===== src/hdl/multilevel_priority_fifo_top_defines.svh =====
// Assertion macros for the multilevel priority FIFO.
// No dependencies; included by the modules that carry assertions.
`ifndef MULTILEVEL_PRIORITY_FIFO_TOP_DEFINES_SVH
`define MULTILEVEL_PRIORITY_FIFO_TOP_DEFINES_SVH
`ifndef SYNTH
`define MPF_ASSERT_IMPL(lbl, clk, rst_n, ante, cons) \
	lbl: assert property (@(posedge clk) disable iff (!rst_n) (ante) |-> (cons)) \
		else $error("assertion failed");
`define MPF_ASSERT_NEXT(lbl, clk, rst_n, ante, cons) \
	lbl: assert property (@(posedge clk) disable iff (!rst_n) (ante) |=> (cons)) \
		else $error("assertion failed");
`else
`define MPF_ASSERT_IMPL(lbl, clk, rst_n, ante, cons)
`define MPF_ASSERT_NEXT(lbl, clk, rst_n, ante, cons)
`endif
`endif


===== src/hdl/mpf_pkg.sv =====
// Shared types and constants for the multilevel priority FIFO.
// No dependencies; imported by every module of the block.
package mpf_pkg;

	localparam int LEVELS_DEF  = 4;
	localparam int ENTRIES_DEF = 4;

	localparam logic FUNC_INSERT = 1'b0;
	localparam logic FUNC_REMOVE = 1'b1;

	localparam logic [1:0] STS_OK       = 2'd0;
	localparam logic [1:0] STS_OVERFLOW = 2'd1;
	localparam logic [1:0] STS_EMPTY    = 2'd2;

	typedef struct packed {
		logic               func;
		logic [1:0]         level;
		logic signed [31:0] item_value;
	} req_t;

	typedef struct packed {
		logic signed [31:0] out_value;
		logic [1:0]         out_level;
		logic [1:0]         status;
	} rsp_t;

	typedef enum logic [1:0] {
		ST_IDLE,
		ST_EXEC,
		ST_READ
	} state_t;

	typedef struct packed {
		logic capture;
		logic exec;
		logic load_rd;
	} ctl_cmd_t;

	typedef struct packed {
		logic is_remove;
		logic any_ready;
	} dp_sts_t;

endpackage


===== src/hdl/mpf_ctrl.sv =====
// Controller state machine of the multilevel priority FIFO.
// Depends on mpf_pkg and the assertion macro header.
`include "multilevel_priority_fifo_top_defines.svh"

module mpf_ctrl (
	input  logic             clk,
	input  logic             arst_n,
	input  logic             start,
	output logic             busy,
	output mpf_pkg::ctl_cmd_t cmd,
	input  mpf_pkg::dp_sts_t  sts
);
	import mpf_pkg::*;

	state_t state_q;
	state_t state_d;

	always_ff @(posedge clk or negedge arst_n) begin
		if (!arst_n) begin
			state_q <= ST_IDLE;
		end else begin
			state_q <= state_d;
		end
	end

	always_comb begin
		state_d = state_q;
		unique case (state_q)
			ST_IDLE: begin
				if (start) state_d = ST_EXEC;
			end
			ST_EXEC: begin
				if (sts.is_remove && sts.any_ready) state_d = ST_READ;
				else state_d = ST_IDLE;
			end
			ST_READ: begin
				state_d = ST_IDLE;
			end
			default: begin
				state_d = ST_IDLE;
			end
		endcase
	end

	always_comb begin
		cmd  = '0;
		busy = 1'b1;
		unique case (state_q)
			ST_IDLE: begin
				busy        = 1'b0;
				cmd.capture = start;
			end
			ST_EXEC: begin
				cmd.exec = 1'b1;
			end
			ST_READ: begin
				cmd.load_rd = 1'b1;
			end
			default: begin
				busy = 1'b1;
			end
		endcase
	end

	`MPF_ASSERT_IMPL(a_read_after_exec, clk, arst_n, state_q == ST_READ, $past(state_q) == ST_EXEC)
	`MPF_ASSERT_NEXT(a_accept_to_exec, clk, arst_n, start && !busy, state_q == ST_EXEC)

endmodule


===== src/hdl/mpf_dp.sv =====
// Datapath of the multilevel priority FIFO: entry memory, per-level
// head and fill registers, level select and result register. Depends on mpf_pkg.
`include "multilevel_priority_fifo_top_defines.svh"

module mpf_dp #(
	parameter int LEVELS            = mpf_pkg::LEVELS_DEF,
	parameter int ENTRIES_PER_LEVEL = mpf_pkg::ENTRIES_DEF
) (
	input  logic             clk,
	input  logic             arst_n,
	input  mpf_pkg::req_t     req,
	input  mpf_pkg::ctl_cmd_t cmd,
	output mpf_pkg::dp_sts_t  sts,
	output mpf_pkg::rsp_t     rsp,
	output logic             done
);
	import mpf_pkg::*;

	localparam int LW    = $clog2(LEVELS);
	localparam int SW    = $clog2(ENTRIES_PER_LEVEL);
	localparam int CW    = $clog2(ENTRIES_PER_LEVEL + 1);
	localparam int DEPTH = LEVELS * ENTRIES_PER_LEVEL;
	localparam int AW    = $clog2(DEPTH);

	req_t          req_q;
	logic [SW-1:0] head_q  [LEVELS];
	logic [CW-1:0] count_q [LEVELS];
	logic [31:0]   mem     [DEPTH];
	logic [31:0]   rd_data_q;
	logic [LW-1:0] rd_level_q;
	rsp_t          rsp_q;
	logic          done_q;

	logic          ins_lvl_ok;
	logic [LW-1:0] ins_idx;
	logic [CW-1:0] ins_cnt;
	logic          ins_full;
	logic [SW:0]   tail_sum;
	logic [SW-1:0] tail_slot;
	logic          ins_we;
	logic [AW-1:0] waddr;

	logic [LW-1:0] rm_idx;
	logic          rm_any;
	logic [SW-1:0] rm_head;
	logic [SW-1:0] rm_head_nxt;
	logic          rm_go;
	logic [AW-1:0] raddr;

	always_ff @(posedge clk) begin
		if (cmd.capture) req_q <= req;
	end

	assign ins_lvl_ok = (32'(req_q.level) < 32'(LEVELS));
	assign ins_idx    = LW'(req_q.level);
	assign ins_cnt    = ins_lvl_ok ? count_q[ins_idx] : CW'(ENTRIES_PER_LEVEL);
	assign ins_full   = !ins_lvl_ok || (ins_cnt == CW'(ENTRIES_PER_LEVEL));
	assign tail_sum   = (SW+1)'(head_q[ins_idx]) + (SW+1)'(ins_cnt);
	assign tail_slot  = (tail_sum >= (SW+1)'(ENTRIES_PER_LEVEL)) ?
		SW'(tail_sum - (SW+1)'(ENTRIES_PER_LEVEL)) : SW'(tail_sum);
	assign waddr      = AW'(AW'(ins_idx) * AW'(ENTRIES_PER_LEVEL) + AW'(tail_slot));
	assign ins_we     = cmd.exec && (req_q.func == FUNC_INSERT) && !ins_full;

	always_comb begin
		rm_idx = '0;
		rm_any = 1'b0;
		for (int i = LEVELS - 1; i >= 0; i--) begin
			if (count_q[i] != '0) begin
				rm_idx = LW'(i);
				rm_any = 1'b1;
			end
		end
	end

	assign rm_head     = head_q[rm_idx];
	assign rm_head_nxt = (rm_head == SW'(ENTRIES_PER_LEVEL - 1)) ? '0 : rm_head + SW'(1);
	assign raddr       = AW'(AW'(rm_idx) * AW'(ENTRIES_PER_LEVEL) + AW'(rm_head));
	assign rm_go       = cmd.exec && (req_q.func == FUNC_REMOVE) && rm_any;

	assign sts.is_remove = (req_q.func == FUNC_REMOVE);
	assign sts.any_ready = rm_any;

	always_ff @(posedge clk) begin
		if (ins_we) mem[waddr] <= req_q.item_value;
		if (rm_go) begin
			rd_data_q  <= mem[raddr];
			rd_level_q <= rm_idx;
		end
	end

	always_ff @(posedge clk or negedge arst_n) begin
		if (!arst_n) begin
			for (int i = 0; i < LEVELS; i++) begin
				head_q[i]  <= '0;
				count_q[i] <= '0;
			end
		end else begin
			if (ins_we) count_q[ins_idx] <= ins_cnt + CW'(1);
			if (rm_go) begin
				head_q[rm_idx]  <= rm_head_nxt;
				count_q[rm_idx] <= count_q[rm_idx] - CW'(1);
			end
		end
	end

	always_ff @(posedge clk or negedge arst_n) begin
		if (!arst_n) begin
			done_q <= 1'b0;
		end else begin
			done_q <= (cmd.exec && !rm_go) || cmd.load_rd;
		end
	end

	always_ff @(posedge clk) begin
		if (cmd.load_rd) begin
			rsp_q.out_value <= rd_data_q;
			rsp_q.out_level <= 2'(rd_level_q);
			rsp_q.status    <= STS_OK;
		end else if (cmd.exec && !rm_go) begin
			rsp_q.out_value <= '0;
			rsp_q.out_level <= '0;
			if (req_q.func == FUNC_REMOVE) rsp_q.status <= STS_EMPTY;
			else if (ins_full) rsp_q.status <= STS_OVERFLOW;
			else rsp_q.status <= STS_OK;
		end
	end

	assign rsp  = rsp_q;
	assign done = done_q;

	`MPF_ASSERT_IMPL(a_load_after_exec, clk, arst_n, cmd.load_rd, $past(cmd.exec))
	`MPF_ASSERT_NEXT(a_done_single, clk, arst_n, done_q, !done_q)

endmodule


===== src/hdl/multilevel_priority_fifo_top.sv =====
// Multilevel priority FIFO top level; depends on mpf_pkg, mpf_ctrl, mpf_dp.
// Insert and empty remove go through exec and raise done from a register; a remove of a word
// also passes the read state, where the registered memory read is loaded into the result.
// The controller is busy in exec and read, so a new word is accepted only once it is idle again.
// done is high for one cycle; the next word can be accepted in that cycle.
// Reset: arst_n clears the controller and every level to empty; entries are not cleared.
module multilevel_priority_fifo_top #(
	parameter int LEVELS            = mpf_pkg::LEVELS_DEF,
	parameter int ENTRIES_PER_LEVEL = mpf_pkg::ENTRIES_DEF
) (
	input  logic          clk,
	input  logic          arst_n,
	input  logic          start,
	output logic          busy,
	input  mpf_pkg::req_t  req,
	output mpf_pkg::rsp_t  rsp,
	output logic          done
);
	import mpf_pkg::*;

	ctl_cmd_t cmd;
	dp_sts_t  sts;

	mpf_ctrl u_ctrl (
		.clk    (clk),
		.arst_n (arst_n),
		.start  (start),
		.busy   (busy),
		.cmd    (cmd),
		.sts    (sts)
	);

	mpf_dp #(
		.LEVELS            (LEVELS),
		.ENTRIES_PER_LEVEL (ENTRIES_PER_LEVEL)
	) u_dp (
		.clk    (clk),
		.arst_n (arst_n),
		.req    (req),
		.cmd    (cmd),
		.sts    (sts),
		.rsp    (rsp),
		.done   (done)
	);

endmodule


===== config.mk =====
export PLATFORM = sky130hd
export DESIGN_NAME = multilevel_priority_fifo_top
export DESIGN_NICKNAME = d
export VERILOG_FILES = /design/src/hdl/mpf_pkg.sv /design/src/hdl/mpf_ctrl.sv /design/src/hdl/mpf_dp.sv /design/src/hdl/multilevel_priority_fifo_top.sv
export VERILOG_INCLUDE_DIRS = /design/src /design/src/hdl
export SDC_FILE = /design/constraint.sdc
export NUM_CORES = 1
export LEC_CHECK = 0
export BUFFER_PORTS_ARGS = -buffer_cell sky130_fd_sc_hd__buf_4
export CAP_MARGIN = 20
export CORE_UTILIZATION = 35
export CTS_CLUSTER_SIZE = 40
export DETAILED_ROUTE_END_ITERATION = 8
export MAX_ROUTING_LAYER = met4
export SLEW_MARGIN = 15
export SYNTH_ARGS = -nofsm -noshare
export SYNTH_HDL_FRONTEND = slang
export SYNTH_SLANG_ARGS = --single-unit

===== constraint.sdc =====
create_clock -name clk -period 8.2 [get_ports clk]
set_clock_uncertainty 0.05 [all_clocks]
set_input_delay 1.64 -clock clk [delete_from_list [all_inputs] [get_ports clk]]
set_output_delay 1.64 -clock clk [all_outputs]
set_load 0.01 [all_outputs]

# After elaboration in Yosys (flattened, before gate mapping)
# Memories as Yosys holds them, arrays and structs flattened. A register that Yosys moved wholly into a read port is not among the register bits.
# Cells that the tools add are included.
# op_classes
reduce_logical	17
mux	46
bitwise_logic	3
magnitude_cmp	5
eq_ne	5
addsub	7
# op_table
operator	count
36-bit two-way mux	2
2-bit two-way mux	14
12-bit bitwise mux	2
12-bit two-way mux	2
3-bit two-way mux	6
3-bit binary-select mux with 2-bit select	2
3-bit demux with 2-bit select	2
3-bit nonzero test	4
1-bit two-way mux	11
3-bit >= comparator (second input constant)	3
4-bit by 2-bit adder with 4-bit output	2
2-bit binary-select mux with 2-bit select	2
8-bit bitwise mux	1
1-bit logical AND	8
3-bit by 1-bit less-than comparator with 1-bit output (second input constant)	2
2-bit inverter with 3-bit output	2
2-bit demux with 2-bit select	1
2-bit equality test (second input constant)	2
2-bit one-hot mux with 2 select lines	1
2-bit by 3-bit adder with 3-bit output	1
3-bit by 1-bit adder with 3-bit output (second input constant)	1
3-bit equality test (second input constant)	1
3-bit by 1-bit subtractor with 3-bit output (second input constant)	1
2-bit by 1-bit adder with 2-bit output (second input constant)	1
other kinds (8)	9
# word_totals
n_memories	1
mem_bits_rw	512
ff_bits	96
wordCells	101
# mem_list
memory	depth	width	read_ports	rd_clocked_by_memory_dff	wr	line	rtl
u_dp.mem	16	32	1	1	1	mpf_dp.sv:28	logic [31:0] mem [DEPTH];

# Logic depth before layout (Yosys ltp)
# Gate-level depths: netlist of the first run.
# logic_depth
depth_word	12
mapped_depth	11

# Hierarchy
# Synthesis of the first run repeated with hierarchy kept, for this count alone.
# hier_totals
cells_unflattened	1626
hier_area_um2	25966.2
# modules_own_cells
module	seq_area_each_um2	area_each_um2	n_inst	cells_each
mpf_dp	19033.3	25872.3	1	1618
mpf_ctrl	50.0	93.8	1	8

# Least setup slack after synthesis of the first run
# Ideal clock, no wire load.
# synth_timing
path_kind	reg-to-reg
startpoint	register u_dp.head_q[2] (netlist bit)
endpoint	memory u_dp.mem[14][0] (enable)
required_ns	7.729
arrival_time_ns	3.630
setup_ns	0.421
synth_period_minus_slack_ns	4.101
path_stages_with_launch	10
n_path_buf	3
path_slack_ns	4.099
path_cell_list	dfrtp_1 buf_2 buf_2 buf_1 mux4_2 ha_1 xor2_1 xnor2_1 or2_2 nor2_1
# synth_between
elab_chain_cells	7
# synth_lines
item	line	rtl
start: declaration	mpf_dp.sv:26	logic [SW-1:0] head_q [LEVELS];
start signal: indexed assignment	mpf_dp.sv:100	head_q[rm_idx] <= rm_head_nxt;
2-bit binary-select mux with 2-bit select (*)	mpf_dp.sv:58	assign tail_sum = (SW+1)'(head_q[ins_idx]) + (SW+1)'(ins_cnt);
2-bit two-way mux (not written as such) (*) (2 in series)	mpf_dp.sv:58	
2-bit by 3-bit adder with 3-bit output (*)	mpf_dp.sv:58	
3-bit >= comparator or 2-bit by 1-bit subtractor with 2-bit output (tied branches)	mpf_dp.sv:59, mpf_dp.sv:60	
2-bit two-way mux (*)	mpf_dp.sv:59	assign tail_slot = (tail_sum >= (SW+1)'(ENTRIES_PER_LEVEL)) ?
4-bit by 2-bit adder with 4-bit output (*)	mpf_dp.sv:61	assign waddr = AW'(AW'(ins_idx) * AW'(ENTRIES_PER_LEVEL) + AW'(tail_slot));
end: declaration	mpf_dp.sv:28	
# Every way passes the cells marked *; elsewhere a longest branch is shown, timed or not. The select of a mux whose other input is x is not followed.

# Worst setup path after layout of the first run
# layout_timing
startpoint	register u_dp.req_q, in the netlist u_dp.ins_idx[1]
endpoint	memory u_dp.mem[5][12] (enable)
# layout_between
elab_chain_cells	9
# layout_lines
item	line	rtl
start: declaration	mpf_dp.sv:25	req_t req_q;
start signal: assignment	mpf_dp.sv:51	if (cmd.capture) req_q <= req;
parallel branches: the longest is 9 deep, another holds 4-bit by 2-bit adder with 4-bit output	--	
# Parallel ways; which one is timed is not known. The select of a mux whose other input is x is not followed.

==> results of run 1 <==
==> metal layers <==
layer  global-route usage, %  routed length, µm  vias to the layer above
met4                    6.04               1940                        0
met2                    28.2              29300                      367
li1                        -                  -                     5704
met5                       -                  0                        -
met3                    2.80               2800                      110
met1                    21.9              25100                     6515
==> sequential cells by signal (all words and copies together) (netlist names) <==
| name | flops |
|---|---|
| u_dp.done | 1 |
| u_dp.count_q | 12 |
| u_dp.req_q | 32 |
| u_dp.rd_level_q | 2 |
| u_dp.rsp | 36 |
| u_dp.rd_data_q | 32 |
| u_dp.ins_idx | 2 |
| u_dp.head_q | 8 |
| u_dp.mem | 512 |
| u_ctrl.state_q | 2 |
| u_dp.sts | 1 |
==> synthesized netlist by cell type (3+ instances only) <==
library cell	count
a21oi_1	47
nand2_1	24
mux4_2	4
clkbuf_1	35
buf_6	3
buf_4	4
ha_1	4
xnor2_1	3
nor2_1	94
nand3_1	5
dfrtp_1	23
nand2b_1	3
buf_1	9
a22oi_1	31
buf_2	24
and2_1	37
mux2_2	10
or3_1	3
a22o_1	32
inv_1	5
o22ai_1	64
a31oi_1	32
o21ai_0	14
edfxtp_1	615
nor4_1	31
mux2i_1	196
==> per-stage QoR <==
step           power [W]  setup WS [ps]  utilization [%]  cells
5_1_grt          0.00944           3860             41.0   2456
3_3_place_gp     0.00624           4270             37.9   2333
2_1_floorplan    0.00549           4100                -   1389
4_1_cts          0.00915           4170             40.9   2452
6_report         0.00909           4170             41.0   2458
3_5_place_dp     0.00627           4170             37.9   2333
==> cells by family (layout without fill, tap and decap cells) <==
family          Yosys count  in the layout
buf+inv                  80            216
fa+ha+maj                 4              4
other cells               0              2
mux                     212            212
simple gates            212            212
compound gates          236            236
flops                   640            640
xor+xnor                  5              5
==> final cells by class <==
| cell class | instances | area share (%) |
|---|---|---|
| diodes | 2 | 0.0178 |
| clock buffers | 85 | 6.30 |
| clock inverters | 34 | 1.03 |
| inverters | 5 | 0.0666 |
| multi-input cells | 669 | 18.0 |
| flip-flops and latches | 640 | 67.8 |
| well taps | 931 | 4.13 |
| repair buffers | 92 | 2.66 |
==> worst max-delay path, stage by stage (launching register included) <==
cell	delay (ps)
edfxtp_1	610
mux2_2	380
o21ai_0	390
inv_1	170
ha_1	230
xor2_1	170
xnor2_1	390
nand2_1	350
nor2_4	870
==> cells in the final DEF, fill, tap and decap left out, types with 5 or more instances in the layout <==
master | synthesis | layout
edfxtp_1 | 615 | 615
mux2i_1 | 196 | 196
buf_4 | 4 | 88
nor2_1 | 94 | 78
clkbuf_16 | 0 | 68
o22ai_1 | 64 | 64
a21oi_1 | 47 | 46
and2_1 | 37 | 36
a31oi_1 | 32 | 32
a22o_1 | 32 | 32
a22oi_1 | 31 | 31
nor4_1 | 31 | 31
nand2_1 | 24 | 24
clkinv_1 | 0 | 20
dfrtp_1 | 23 | 20
nor2_4 | 1 | 17
clkbuf_1 | 35 | 16
o21ai_0 | 14 | 14
mux2_2 | 10 | 10
inv_1 | 5 | 5
clkinv_2 | 0 | 5
bufinv_16 | 0 | 5
==> power breakdown <==
part	internal [W]	switching, W	total [W]
registers	0.00388	0.000291	0.00417
logic	0.000746	0.00128	0.00203
clock network	0.00169	0.00120	0.00289
==> final timing paths <==
kind | start | endpoint | slack, ps | cells past startpoint
setup reg to reg | u_dp.ins_idx[1] | u_dp.mem[5][12] | 4170 | 8
max in group asynchronous | arst_n | u_dp.head_q[6] | 6900 | 1
setup / recovery | u_dp.ins_idx[1] | u_dp.mem[5][12] | 4170 | 8
hold / removal | u_dp.rsp[0] | u_dp.rsp[0] | 430 | 2
min in group asynchronous | arst_n | u_dp.done | 920 | 1
hold reg to reg | u_dp.rsp[0] | u_dp.rsp[0] | 430 | 2
==> reports/metrics.cfg, run 1 <==
[placement]
io_buffers = 75
gp_congestion = 0.889
dp_hpwl_mm = 36.5
placed_cell_area_um2 = 26000

[cells_and_area]
fin_area_um2 = 28200
multi_input_area_um2 = 5080
fill_cells = 6141
area_delta_synth_final_pct = 15.7
seq_area_um2 = 19100
fin_nets = 1517
drive_above_1_share_pct = 14.7

[route]
vias = 12696
drt_pass1_iterations = 5
finalWirelength_mm = 59.1
via_per_inst = 5.17
initialDrtViolationCount = 1031
drc_errors = 0
drt-wirelength-per-cell_um = 24.1
ant_nets = 0

[die]
chipWidth_um = 266
io_pins = 76
start_util_pct = 35.4
fp.dieArea_um2 = 70600
rows = 96
die_h_um = 266
core-area_um2 = 68700

[setup_path]
startpoint_type = flop
worst_setup_path_end_kind = flop
arrival_ps = 4180
path_max_fanout = 32
worstPathRequired_ps = 8350
crit_type = flop to flop

[job]
maxCapViolations = 0

[power_and_ir_drop]
leakage_nw = 9.20
power_density_nw_per_um2 = 322
ir_drop_v = 0.000145

[synth]
synth_mux_area_share_pct = 8.98
synth_edf_count = 615
async_flop_share_pct = 3.59
netlist_instances = 1389
ys_ff_latch = 640
mappedNetlistNets = 1431
netlist.area_leader.share_pct = 75.9
yosysTopAreaCell = edfxtp_1
synthSimpleGateAreaFrac_pct = 4.35
yosys.area_share.xor_xnor_pct = 0.180
synth-compound-area-share_pct = 6.39
syn-cell-area_um2 = 24300
synth-main-ff-cell = edfxtp_1
yosysUniqueCellTypes = 50
synth_top_family_by_area = multiplexers
yosys_warnings = 0
synth.yosys.seq_area_share_pct = 78.4
synth_area_leaders = edfxtp_1 (76%), mux2i_1 (8.1%), dfrtp_1 (2.4%)
synthAdderAreaFrac_pct = 0.206
postSynthAreaPerCell_um2 = 17.5

[run_status]
status = completed

[sta]
min_period_ps = 4030
slew_violations = 0
fin_tns_setup_ps = 0
whs_ps = 433
finalCritPeriodShare_pct = 49.1
fmax_mhz = 248
hold_violations = 0
setup_viol = 0
worstMarginPinSlew_ps = 1120
relSlewSlack_pct = 25.1
rsz0062_at_grt = false

[grt]
grt_max_degree = 67
grt_usage_pct = 17.3
grt_pass1_vias = 12678
gr-total-overflow = 0
grt_antenna_before_repair = 0
grt_pass1_wl_mm = 86.2

[clock_tree]
cts_setup_buffers = 0
cts-root-buf = clkbuf_16
cts_made_buffers = 67
holdBufCountCts = 0
clockBufferDepth = 3
clk-insertion-delay-late_ps = 600
cts_tree = done
cts.sinks = 640
cts_resized = 0
htreeDepth = 3
clk_pin_slew_ps = 60

[worst_hold_path]
min_path_type = flop to flop

(Power assumes the default switching activity.)
==> run 2, diff against run 1 <==
==> constraint.sdc (replaced) <==
create_clock -name clk -period 3.3 [get_ports clk]
set_clock_uncertainty 0.05 [all_clocks]
set_input_delay 0.66 -clock clk [delete_from_list [all_inputs] [get_ports clk]]
set_output_delay 0.66 -clock clk [all_outputs]
set_load 0.01 [all_outputs]
==> run 2 against run 1 <==
  * Final cell count increased by 2.4%
  * Global-route usage increased by 0.57 points
  * Sequential share of layout area decreased by 2.1 points
  * Critical path depth decreased by 1
  * Register-to-register slack got worse by 4000 ps
  * Worst setup slack got worse by 4000 ps
  * Core utilization increased by 1.3 points
  * Largest cell class unchanged
==> reports/metrics.cfg, run 2 (synthesized netlist as in run 1, its figures left out) <==
[run_status]
status = completed  ; unchanged

[grt]
grt_pass1_vias = 13090  ; was 12678
gr-total-overflow = 0  ; unchanged
grt_usage_pct = 17.9  ; was 17.3%
grt_max_degree = 67  ; unchanged
grt_antenna_before_repair = 0  ; unchanged
grt_pass1_wl_mm = 89.8  ; was 86.2 mm

[cells_and_area]
drive_above_1_share_pct = 18.7  ; was 14.7%
largest_reg_flops = 512  ; unchanged
largest_register = u_dp.mem  ; unchanged
area_delta_synth_final_pct = 19.4  ; was 15.7%
fin_nets = 1578  ; was 1517
final_common_cell = edfxtp_1  ; unchanged
antenna_cells = 0  ; was 2
fill_cells = 6108  ; was 6141
final_cell_mix = edfxtp_1 (615), mux2i_1 (196), buf_4 (116), nor2_1 (78), clkbuf_16 (70)  ; was edfxtp_1 (615), mux2i_1 (196), buf_4 (88), nor2_1 (78), clkbuf_16 (68)

[setup_path]
cp_top_family = simple AND/OR/NAND/NOR gates  ; unchanged
startpoint_type = flop  ; unchanged
arrival_ps = 3540  ; was 4180 ps
rrSetupSlack_ps = 180  ; was 4170 ps
worst_setup_path_end_kind = flop  ; unchanged
crit_buf_inv = 2  ; was 1
crit_type = flop to flop  ; unchanged
reg2reg_to = u_dp.rd_data_q[15]  ; was u_dp.mem[5][12]
r2r-start = u_dp.count_q[11]  ; was u_dp.ins_idx[1]
path_max_fanout = 18  ; was 32
path_cells = or3_1, nor2_4, and3_2, buf_4, a22oi_1, a31oi_1, buf_4  ; was mux2_2, o21ai_0, inv_1, ha_1, xor2_1, xnor2_1, nand2_1, nor2_4
crit_path_frequent_cell = buf_4
slowest_stage = and3_2  ; was nor2_4
reg2reg_depth = 7  ; was 8
worstPathRequired_ps = 3720  ; was 8350 ps
slowest_delay_ps = 610  ; was 870 ps

[clock_tree]
htreeDepth = 3  ; unchanged
cts_resized = 0  ; unchanged
clk-insertion-delay-late_ps = 620  ; was 600 ps
clk_pin_slew_ps = 60  ; about the same
cts-root-buf = clkbuf_16  ; unchanged
cts_tree = done  ; unchanged
cts.sinks = 640  ; unchanged
cts_made_buffers = 69  ; was 67
clockBufferDepth = 3  ; unchanged

[die]
chipWidth_um = 266  ; unchanged
rows = 96  ; unchanged
io_pins = 76  ; unchanged
start_util_pct = 35.4  ; unchanged
die_h_um = 266  ; unchanged
core-area_um2 = 68700  ; unchanged
fp.dieArea_um2 = 70600  ; unchanged

[power_and_ir_drop]
power_density_nw_per_um2 = 799  ; was 322 nW/µm²
ir_drop_v = 0.000489  ; was 0.000145 V
leakage_nw = 9.65  ; was 9.20 nW
total_power_w = 0.0232  ; was 0.00909 W

[sta]
relSlewSlack_pct = 40.3  ; was 25.1%
setup_viol = 0  ; unchanged
rsz0062_at_grt = false  ; unchanged
fmax_mhz = 320  ; was 248 MHz
min_period_ps = 3120  ; was 4030 ps
setup_slack_ps = 179  ; was 4170 ps
worstMarginPinSlew_ps = 894  ; was 1120 ps
hold_violations = 0  ; unchanged
finalCritPeriodShare_pct = 94.6  ; was 49.1%
slew_violations = 0  ; unchanged

[route]
drc_errors = 0  ; unchanged
initialDrtViolationCount = 1219  ; was 1031
via_per_inst = 5.21  ; was 5.17
finalWirelength_mm = 61.2  ; was 59.1 mm
vias = 13115  ; was 12696
drt_pass1_iterations = 5  ; unchanged
ant_nets = 0  ; unchanged
drt-wirelength-per-cell_um = 24.3  ; was 24.1 µm

[placement]
io_buffers = 75  ; unchanged
gp_congestion = 0.832  ; was 0.889
dp_hpwl_mm = 38.1  ; was 36.5 mm
dp_worst_setup_slack_ps = 232  ; was 4170 ps

[worst_hold_path]
hp-start = req[27]  ; was u_dp.rsp[0]
min_path_cells = 1  ; was 2
whs_endpoint = u_dp.req_q[27]  ; was u_dp.rsp[0]
min_path_type = primary input to flop  ; was flop to flop

[job]
maxCapViolations = 0  ; unchanged

run 2: power breakdown:
| part | internal, W | switching [W] | total (W) |
|---|---|---|---|
| clock | 0.00415 | 0.00320 | 0.00736 |
| sequential | 0.00963 | 0.000471 | 0.0101 |
| combinational | 0.00213 | 0.00363 | 0.00576 |
run 2: worst max path at each step:
stage | startpoint | end | depth (start not counted) | slack [ps]
4_1_cts | u_dp.count_q[11] | u_dp.rd_data_q[15] | 7 | 190
3_3_place_gp | u_dp.count_q[6] | u_dp.rd_data_q[15] | 8 | 260
3_5_place_dp | u_dp.count_q[11] | u_dp.rd_data_q[15] | 7 | 230
2_1_floorplan | u_dp.head_q[2] | u_dp.mem[10][0] | 9 | -300
6_report | u_dp.count_q[11] | u_dp.rd_data_q[15] | 7 | 180
5_1_grt | u_dp.count_q[6] | u_dp.rd_data_q[15] | 8 | 100
run 2: worst reg2reg max path, stage by stage, from the launching register on:
cell and delay [ps]:
dfrtp_1 450, or3_1 570, nor2_4 270, and3_2 610
buf_4 300, a22oi_1 170, a31oi_1 370, buf_4 190
run 2: stage by stage:
step                utilization (%)  instances  cell area [µm²]  hold WS, ps  setup TNS (ps)
global placement               39.2       2395            26900          420               0
finish                         42.3       2517            29100          170               0
CTS                            42.3       2517            29100          140               0
detailed placement             39.2       2395            26900          414               0
floorplan                         -       1389            24400          314          -74520
global route                   42.3       2517            29100          150               0
run 2: what timing repair did:
action / CTS / global route
setup buffers: 0 / 0
hold buffers: 1 / 0
hold endpoints to repair: 23 / 0
run 2: final cells by class:
class | instances | area (µm²) | share of cell area [%]
Sequential cell | 640 | 19100 | 65.7
Multi-Input combinational cell | 669 | 5080 | 17.5
Clock buffer | 75 | 1770 | 6.09
Timing Repair Buffer | 151 | 1560 | 5.37
Tap cell | 931 | 1160 | 4.01
Clock inverter | 46 | 379 | 1.30
Inverter | 5 | 18.8 | 0.0646
run 2: per-layer routing:
metal  share of wire [%]  vias to the layer above  global-route usage (%)
met5                   0                        -                       -
met4                 2.1                        0                    4.66
met3                 5.2                      110                    2.49
met2                  50                      459                    29.2
met1                  43                     6724                    23.4
li1                    -                     5822                       -
==> run 3, diff against run 2 <==
--- a/config.mk
+++ b/config.mk
@@ -12,7 +12,9 @@
 export CTS_CLUSTER_SIZE = 40
 export DETAILED_ROUTE_END_ITERATION = 8
 export MAX_ROUTING_LAYER = met4
+export PLACE_DENSITY_LB_ADDON = 0.2
 export SLEW_MARGIN = 15
 export SYNTH_ARGS = -nofsm -noshare
 export SYNTH_HDL_FRONTEND = slang
 export SYNTH_SLANG_ARGS = --single-unit
+export TNS_END_PERCENT = 1
==> run 3 against run 2 <==
  * Design area is 1.1% higher
  * Non-clock buffer count up 29
  * Via count fell by 0.88%
  * Worst setup slack better by 13 ps
  * Core utilization up 0.46 points
  * Count of clock-buffer cells in the layout increased by 17
  * Total power is 2.8% higher
  * Flip-flop and latch count unchanged
  * Combinational power grew 10%
  * Fmax rose by 0.40%
  * Global-route usage rose by 0.42 points
  * Critical path type unchanged
==> reports/metrics.cfg, run 3 (synthesized netlist as in run 1, its figures left out) <==
[sta]
whs_ps = 169  ; was 170 ps
worstMarginPinSlew_ps = 949  ; was 894 ps
min_period_ps = 3110  ; was 3120 ps
finalCritPeriodShare_pct = 94.2  ; was 94.6%
rsz0062_at_grt = false  ; unchanged
setup_viol = 0  ; unchanged
relSlewSlack_pct = 36.8  ; was 40.3%
hold_violations = 0  ; unchanged
slew_violations = 0  ; unchanged
fmax_mhz = 322  ; was 320 MHz

[cells_and_area]
final_common_cell = edfxtp_1  ; unchanged
largest_register = u_dp.mem  ; unchanged
fill_cells = 6198  ; was 6108
largest_reg_flops = 512  ; unchanged
drive_above_1_share_pct = 19.8  ; was 18.7%
final_cell_mix = edfxtp_1 (615), mux2i_1 (196), buf_4 (142), nor2_1 (78), clkbuf_16 (73)  ; was edfxtp_1 (615), mux2i_1 (196), buf_4 (116), nor2_1 (78), clkbuf_16 (70)
area_delta_synth_final_pct = 20.7  ; was 19.4%
multi_input_area_um2 = 5080  ; about the same
seq_area_um2 = 19100  ; unchanged
fin_nets = 1610  ; was 1578

[clock_tree]
clk_pin_slew_ps = 60  ; about the same
cts_made_buffers = 72  ; was 69
cts_setup_buffers = 0  ; unchanged
clk-insertion-delay-late_ps = 610  ; was 620 ps
htreeDepth = 3  ; unchanged
cts_tree = done  ; unchanged
clockBufferDepth = 3  ; unchanged
cts.sinks = 640  ; unchanged
cts-root-buf = clkbuf_16  ; unchanged

[die]
fp.dieArea_um2 = 70600  ; unchanged
io_pins = 76  ; unchanged
die_h_um = 266  ; unchanged
core-area_um2 = 68700  ; unchanged
rows = 96  ; unchanged
chipWidth_um = 266  ; unchanged
start_util_pct = 35.4  ; unchanged

[route]
drt_pass1_iterations = 5  ; unchanged
vias = 12999  ; was 13115
ant_nets = 0  ; unchanged
initialDrtViolationCount = 1171  ; was 1219
drt-wirelength-per-cell_um = 24.1  ; was 24.3 µm
drc_errors = 0  ; unchanged
finalWirelength_mm = 61.6  ; was 61.2 mm
via_per_inst = 5.09  ; was 5.21

[placement]
dp_hpwl_mm = 38.9  ; was 38.1 mm
io_buffers = 75  ; unchanged
gp_congestion = 0.830  ; was 0.832

[power_and_ir_drop]
total_power_w = 0.0239  ; was 0.0232 W
p_int_w = 0.0165  ; was 0.0159 W
power_density_nw_per_um2 = 812  ; was 799 nW/µm²
p_sw_w = 0.00741  ; was 0.00731 W
p_seq_share_pct = 41.9  ; was 43.5%
switching_share_pct = 31.0  ; was 31.5%
power_frac_comb_pct = 26.6  ; was 24.8%
clock_power_share_pct = 31.6  ; was 31.7%
leakage_nw = 9.83  ; was 9.65 nW
ir_drop_v = 0.000403  ; was 0.000489 V

[grt]
gr-total-overflow = 0  ; unchanged
grt_pass1_vias = 13178  ; was 13090
grt_pass1_wl_mm = 91.4  ; was 89.8 mm
grt_max_degree = 66  ; was 67
grt_antenna_before_repair = 1  ; was 0
grt_usage_pct = 18.3  ; was 17.9%

[setup_path]
startpoint_type = flop  ; unchanged
path_max_fanout = 16  ; was 18
worst_setup_path_end_kind = flop  ; unchanged
rrSetupSlack_ps = 190  ; was 180 ps
arrival_ps = 3440  ; was 3540 ps
worstPathRequired_ps = 3630  ; was 3720 ps
crit_type = flop to flop  ; unchanged

[run_status]
status = completed  ; unchanged

[job]
maxCapViolations = 0  ; unchanged

[worst_hold_path]
min_path_type = primary input to flop  ; unchanged

-- run 3: cell types whose count changed in the layout (fill, tap and decap cells not counted), moves of 2 or more --
cell	previous run	this run
buf_16	0	4
clkbuf_16	70	73
clkinv_2	12	9
clkinv_4	5	0
clkinv_8	2	0
buf_12	34	32
clkbuf_1	5	18
buf_4	116	142
-- run 3: worst max-delay path: stages (launching register included) --
cell and delay [ps]:
dfrtp_1 400, buf_4 160, nor3_2 490, nand2b_2 220
o221ai_1 330, o2bb2ai_4 380, buf_4 270, nor4_1 90
buf_4 150, a31oi_1 310
-- run 3: timing repair --
action | CTS | global route
hold buffers | 1 | 0
hold endpoints to repair | 23 | 0
endpoints found under the setup margin | 0 | 17
resized for setup | 0 | 2
-- run 3: final cells by class --
class	count	area share (%)
repair buffers	180	6.26
multi-input cells	669	17.3
clock inverters	36	0.937
inverters	5	0.0639
well taps	931	3.96
clock buffers	92	6.49
diodes	1	0.00852
flip-flops and latches	640	65.0
-- run 3: power by group through the flow --
| stage | registers (W) | logic [W] | clock network (W) |
|---|---|---|---|
| 5_1_grt | 0.0100 | 0.00681 | 0.00806 |
| 3_3_place_gp | 0.0101 | 0.00633 | 0 |
| 4_1_cts | 0.00999 | 0.00637 | 0.00773 |
| 6_report | 0.00999 | 0.00634 | 0.00754 |
| 2_1_floorplan | 0.0100 | 0.00365 | 0 |
| 3_5_place_dp | 0.0102 | 0.00634 | 0 |
-- run 3: per-stage QoR --
stage / setup TNS (ps) / instances / setup slack, ps / util, % / instance area, µm²
3_3_place_gp: -17380 / 2418 / -143 / 39.3 / 27000
5_1_grt: 0 / 2554 / 38.3 / 42.8 / 29400
4_1_cts: 0 / 2553 / 57.0 / 42.8 / 29400
6_report: 0 / 2554 / 191 / 42.8 / 29400
3_5_place_dp: 0 / 2424 / 76.3 / 39.6 / 27200
2_1_floorplan: -114070 / 1389 / -295 / - / 24400
-- run 3: final timing paths --
| path | from | endpoint | cells after the start |
|---|---|---|---|
| max in group asynchronous | arst_n | u_dp.head_q[2] | 2 |
| worst min register to register | u_dp.rsp[0] | u_dp.rsp[0] | 2 |
| worst max-delay path | u_dp.count_q[4] | u_dp.rd_data_q[3] | 9 |
| worst min-delay path | req[21] | u_dp.req_q[21] | 1 |
| worst max register to register | u_dp.count_q[4] | u_dp.rd_data_q[3] | 9 |
| min in group asynchronous | arst_n | u_ctrl.state_q[1] | 2 |
-- run 3: layer usage --
metal,part of all wire (%),track usage [%],up-vias
li1,-,-,5895
met3,6.2,3.03,84
met2,44,26.6,439
met1,48,26.4,6581
met4,1.8,5.20,0
met5,0,-,-
